$ cat config.mk
export PLATFORM = sky130hd
export DESIGN_NAME = kss_out_buf
export DESIGN_NICKNAME = d
export VERILOG_FILES = /design/src/rtl/kss_pkg.sv /design/src/rtl/kss_out_buf.sv
export SDC_FILE = /design/constraint.sdc
export NUM_CORES = 1
export LEC_CHECK = 0
export BUFFER_PORTS_ARGS = -buffer_cell sky130_fd_sc_hd__buf_2
export CORE_ASPECT_RATIO = 1.5
export CORE_MARGIN = 3
export CORE_UTILIZATION = 45
export CTS_BUF_LIST = sky130_fd_sc_hd__clkbuf_4
export DETAILED_ROUTE_END_ITERATION = 10
export PLACE_DENSITY_LB_ADDON = 0.05
export SYNTH_ARGS = -nofsm -noshare
export SYNTH_HDL_FRONTEND = slang
export SYNTH_SLANG_ARGS = --single-unit
export TNS_END_PERCENT = 10
$ cat constraint.sdc
create_clock -name i_clk -period 3.15 [get_ports i_clk]
set_input_delay 0.1575 -clock i_clk [delete_from_list [all_inputs] [get_ports i_clk]]
set_output_delay 0.1575 -clock i_clk [all_outputs]
set_load 0.02 [all_outputs]
$ cat src/rtl/kss_pkg.sv
// Shared types, constants and the digit pattern table for the keypad scanner.
// No dependencies; every other file of the block imports this package.
`timescale 1ns / 1ps

package kss_pkg;

    // Keypad geometry
    localparam int KEY_ROWS    = 4;
    localparam int KEY_COLUMNS = 4;
    localparam int ROW_W       = (KEY_ROWS > 1) ? $clog2(KEY_ROWS) : 1;
    localparam int COL_W       = (KEY_COLUMNS > 1) ? $clog2(KEY_COLUMNS) : 1;

    // Field widths
    localparam int SENSE_W  = 4;
    localparam int DRIVE_W  = 4;
    localparam int SELECT_W = 3;
    localparam int SEG_W    = 8;
    localparam int KEY_W    = 5;
    localparam int TICK_W   = 8;

    // Configuration port
    localparam int CFG_IDX_W  = 2;
    localparam int CFG_DATA_W = 8;
    localparam int DEB_W      = 8;
    localparam int ON_W       = 4;
    localparam int GAP_W      = 4;

    localparam logic [DEB_W-1:0] DEB_RESET = 8'd20;
    localparam logic [ON_W-1:0]  ON_RESET  = 4'd1;
    localparam logic [GAP_W-1:0] GAP_RESET = 4'd2;

    // Display position codes
    localparam logic [SELECT_W-1:0] SELECT_POS1 = 3'd7;

    typedef enum logic [CFG_IDX_W-1:0] {
        CFG_DEBOUNCE  = 2'd0,
        CFG_DIGIT_ON  = 2'd1,
        CFG_DIGIT_GAP = 2'd2
    } t_cfg_index;

    typedef enum logic [2:0] {
        PH_SCAN    = 3'd0,
        PH_PRESS   = 3'd1,
        PH_RELEASE = 3'd2,
        PH_RELDEB  = 3'd3,
        PH_SHOW    = 3'd4,
        PH_GAP     = 3'd5
    } t_phase;

    typedef struct packed {
        logic [DEB_W-1:0] debounce_ticks;
        logic [ON_W-1:0]  digit_on_ticks;
        logic [GAP_W-1:0] digit_gap_ticks;
    } t_cfg;

    typedef struct packed {
        logic [DRIVE_W-1:0]  column_drive;
        logic [SELECT_W-1:0] digit_select;
        logic [SEG_W-1:0]    segments;
        logic [KEY_W-1:0]    key_code;
        logic                key_event;
    } t_result;

    // Seven segment pattern for a decimal digit, bit0 is segment a
    function automatic logic [SEG_W-1:0] seg_pattern(input logic [3:0] digit);
        logic [SEG_W-1:0] pat;
        unique case (digit)
            4'd0:    pat = 8'h3F;
            4'd1:    pat = 8'h06;
            4'd2:    pat = 8'h5B;
            4'd3:    pat = 8'h4F;
            4'd4:    pat = 8'h66;
            4'd5:    pat = 8'h6D;
            4'd6:    pat = 8'h7D;
            4'd7:    pat = 8'h07;
            4'd8:    pat = 8'h7F;
            4'd9:    pat = 8'h6F;
            default: pat = '0;
        endcase
        return pat;
    endfunction

endpackage

$ cat src/rtl/kss_out_buf.sv
// Two-entry result queue between the state machine and the output channel.
// Depends on kss_pkg for the result type.
`timescale 1ns / 1ps

module kss_out_buf (
    input  logic             i_clk,
    input  logic             i_rst_n,
    input  logic             i_push,
    input  kss_pkg::t_result i_data,
    output logic             o_ready,
    output logic             o_valid,
    input  logic             i_pop_ready,
    output kss_pkg::t_result o_data
);
    import kss_pkg::*;

    t_result    r_q0, r_q1;
    logic [1:0] r_cnt;
    logic       pop;

    assign o_ready = (r_cnt != 2'd2);
    assign o_valid = (r_cnt != 2'd0);
    assign o_data  = r_q0;
    assign pop     = o_valid && i_pop_ready;

    always_ff @(posedge i_clk) begin
        if (!i_rst_n) begin
            r_cnt <= '0;
        end else if (i_push && !pop) begin
            r_cnt <= r_cnt + 2'd1;
        end else if (pop && !i_push) begin
            r_cnt <= r_cnt - 2'd1;
        end
    end

    // Payload: shift toward the head on a pop, append behind the last entry
    always_ff @(posedge i_clk) begin
        if (pop) begin
            if (i_push && r_cnt == 2'd1) begin
                r_q0 <= i_data;
            end else begin
                r_q0 <= r_q1;
            end
            if (i_push && r_cnt == 2'd2) begin
                r_q1 <= i_data;
            end
        end else if (i_push) begin
            if (r_cnt == 2'd0) begin
                r_q0 <= i_data;
            end else begin
                r_q1 <= i_data;
            end
        end
    end

endmodule

==> metrics.md <==
| Metric | Value |
|---|---|
| Status | `complete, no violations` |
| Critical Path RT | `3.13 ns` |
| RSZ-0062 raised after global routing | `false` |
| Drt first pass iters | `4` |
| Core ar. | `3780 µm²` |
| # Post-CTS Setup Buffers | `0` |
| Critical Path Max Stage Delay | `0.70 ns` |
| Synthesized net count | `124` |
| Post-Route Setup TNS | `0 ns` |
| Vias per cell | `4.78` |
| Initial antenna violation count | `0` |
| Total Wirelength | `3.16 mm` |
| Post_cts resized | `0` |
| Mapped Avg Cell Area | `19.6 µm²` |
| Clk buf depth | `2` |
| Pwr per Cell Area | `908 nW/µm²` |
| GRT Total Usage | `0.143` |
| # setup viols final | `0` |
| DRT iter0 DRCs | `14` |
| Crit path buffers/inverters | `1` |
| Yosys top cell area share | `0.690` |
| Max H-tree Level | `2` |
| FP Rows | `27` |
| Clock sink count | `44` |
| Root Driver | `clkbuf_4` |
| Synth area leader | `edfxtp_1` |
| Remaining Overflow, GRT | `0` |
| R2r setup slk | `1.10 ns` |
| Final period util | `0.650` |
| Slowest library cell on the worst path | `nand2_1` |
| Leak Pwr | `1.02 nW` |
| Yosys reg bits | `44` |
| Delay-heaviest family, CP | `simple AND/OR/NAND/NOR gates` |
| Per-cell routed wire length | `15.0 µm` |
| CTS tree | `done` |
| Die extent in y | `84.0 µm` |
| Syn Std Cell Area | `1830 µm²` |
| ANT nets after route | `0` |
| Final net count | `198` |
| Hold Path Class | `primary input to register` |
| Critical path class | `register to register` |
| Global placement routability congestion | `0.742` |
| Post-Route Utilization | `0.631` |
| # Max-Cap Violations | `0` |
| Worst-skew pair later-pin latency | `0.34 ns` |
| Count of different cell masters after synthesis | `16` |
| Synth warnings | `0` |
| First-pass GRT wire length | `5.18 mm` |
| Synth area leaders | `edfxtp_1 69%, mux2_4 16%, ha_1 4.1%` |
| Worst-margin pin slew | `0.936 ns` |
| # diodes | `0` |
| Num CTS Buffers | `5` |
| Register area share after synthesis | `0.712` |
| Count of input and output buffers | `47` |
| Die area | `4880 µm²` |
| Vias | `1,009` |
| Crit path launch type | `register` |
| Fin. max-slew vios | `0` |
| Mapped Cells | `93` |
| Crit end category | `register` |
| Hold-fix buffers, CTS | `21` |
| Ports | `48` |
| Worst VDD drop | `544 µV` |
| Crit-path max FO | `21` |
| DPL Wire Length | `2.12 mm` |
| Critical path arrival | `2.03 ns` |
| Die Wd | `58.0 µm` |
| Rel. slew slack | `0.375` |
| Final Hold Vio Count | `0` |
| Cells along the critical path | `inv_1 -> ha_1 -> or2b_1 -> nand2_1` |
| Min Clock Period, post-route | `2.05 ns` |
| DR DRC count | `0` |
| Fmax | `488 MHz` |
| Initial Util | `0.483` |
| Layout cell share with drive strength beyond 1 | `0.470` |
| Area growth from synthesis to final layout | `30.8%` |
| Clock-pin slew of the registers on the worst-case setup and hold paths | `0.12 ns` |
| Clock skew | `0.00605 ns` |
| Filler Cell Count | `299` |
| Largest net degree at the start of global routing | `22` |
| Vias in the first global route | `1,095` |
## metrics by stage
stage | hold slack [ns] | cells | worst slack [ns] | instance area (µm²) | power [mW]
6_report | 0.0514 | 211 | 1.10 | 2390 | 2.17
5_1_grt | 0.0582 | 211 | 0.981 | 2390 | 2.29
4_1_cts | 0.0365 | 211 | 1.06 | 2390 | 2.20
3_5_place_dp | 0.352 | 182 | 1.11 | 2100 | 1.84
3_3_place_gp | 0.350 | 182 | 1.18 | 2100 | 1.81
2_1_floorplan | 0.256 | 93 | 0.736 | 1830 | 1.60
## kinds of logic after synthesis
kind of cell             after synthesis  share of synthesized area
XOR/XNOR                               2                    0.00959
multiplexers                          22                      0.177
flip-flops                            44                      0.712
adder cells (fa/ha/maj)                6                     0.0411
AO/OA/AOI/OAI                          1                    0.00274
AND/OR/NAND/NOR                       11                     0.0349
buffers and inverters                  7                     0.0226
## sequential cells by signal, indices dropped and copies added, names as in the netlist
| signal | cells |
|---|---|
| r_q1 | 21 |
| o_data | 21 |
| r_cnt | 2 |
## path summary, 6_finish.rpt
check | start | cells after the start | to
setup / recovery | r_cnt[0] | 4 | o_data[16]
hold / removal | i_rst_n | 2 | r_cnt[0]
setup reg to reg | r_cnt[0] | 4 | o_data[16]
hold reg to reg | r_cnt[1] | 2 | r_cnt[1]
## report_power, final
part | switching (mW) | total, mW | internal, mW
Sequential | 0.0629 | 1.00 | 0.942
Clock | 0.174 | 0.336 | 0.162
Combinational | 0.493 | 0.827 | 0.334
## cells in the mapped netlist (all sizes together)
| master | instances |
|---|---|
| o21ai | 1 |
| buf | 2 |
| mux2 | 22 |
| or2b | 1 |
| xor2 | 2 |
| edfxtp | 42 |
| nor2 | 1 |
| nand3b | 1 |
| inv | 5 |
| dfxtp | 2 |
| and2 | 1 |
| ha | 6 |
| nor2b | 1 |
| nand2 | 6 |
## layout by cell type, fill, tap and decap left out
master	Yosys	final
nor2_2	0	1
nor2b_4	1	1
dfxtp_1	2	2
clkinv_1	0	2
bufinv_16	0	1
o21ai_0	1	1
clkbuf_4	0	5
mux2_2	2	2
nand2_2	1	1
inv_1	5	5
ha_1	6	6
nand2_1	5	5
buf_2	0	47
edfxtp_1	42	42
xor2_1	2	2
or2b_1	1	1
and2_1	1	1
nand3b_1	1	1
dlygate4sd3_1	0	21
mux2_4	20	20
buf_4	0	1
## metal layers
layer	share of wire	up-vias	global-route usage
li1	-	489	-
met1	0.42	480	0.169
met2	0.51	34	0.239
met3	0.052	6	0.0387
met4	0.018	0	0.0633
met5	0	-	0
## final cells by class
cell class	instances	area, µm²	share of cell area
well taps	43	53.8	0.0225
flip-flops and latches	44	1300	0.545
clock buffers	5	37.5	0.0157
inverters	5	18.8	0.00786
clock inverters	3	37.5	0.0157
multi-input cells	42	487	0.204
repair buffers	69	453	0.190
(Power assumes the default switching activity.)
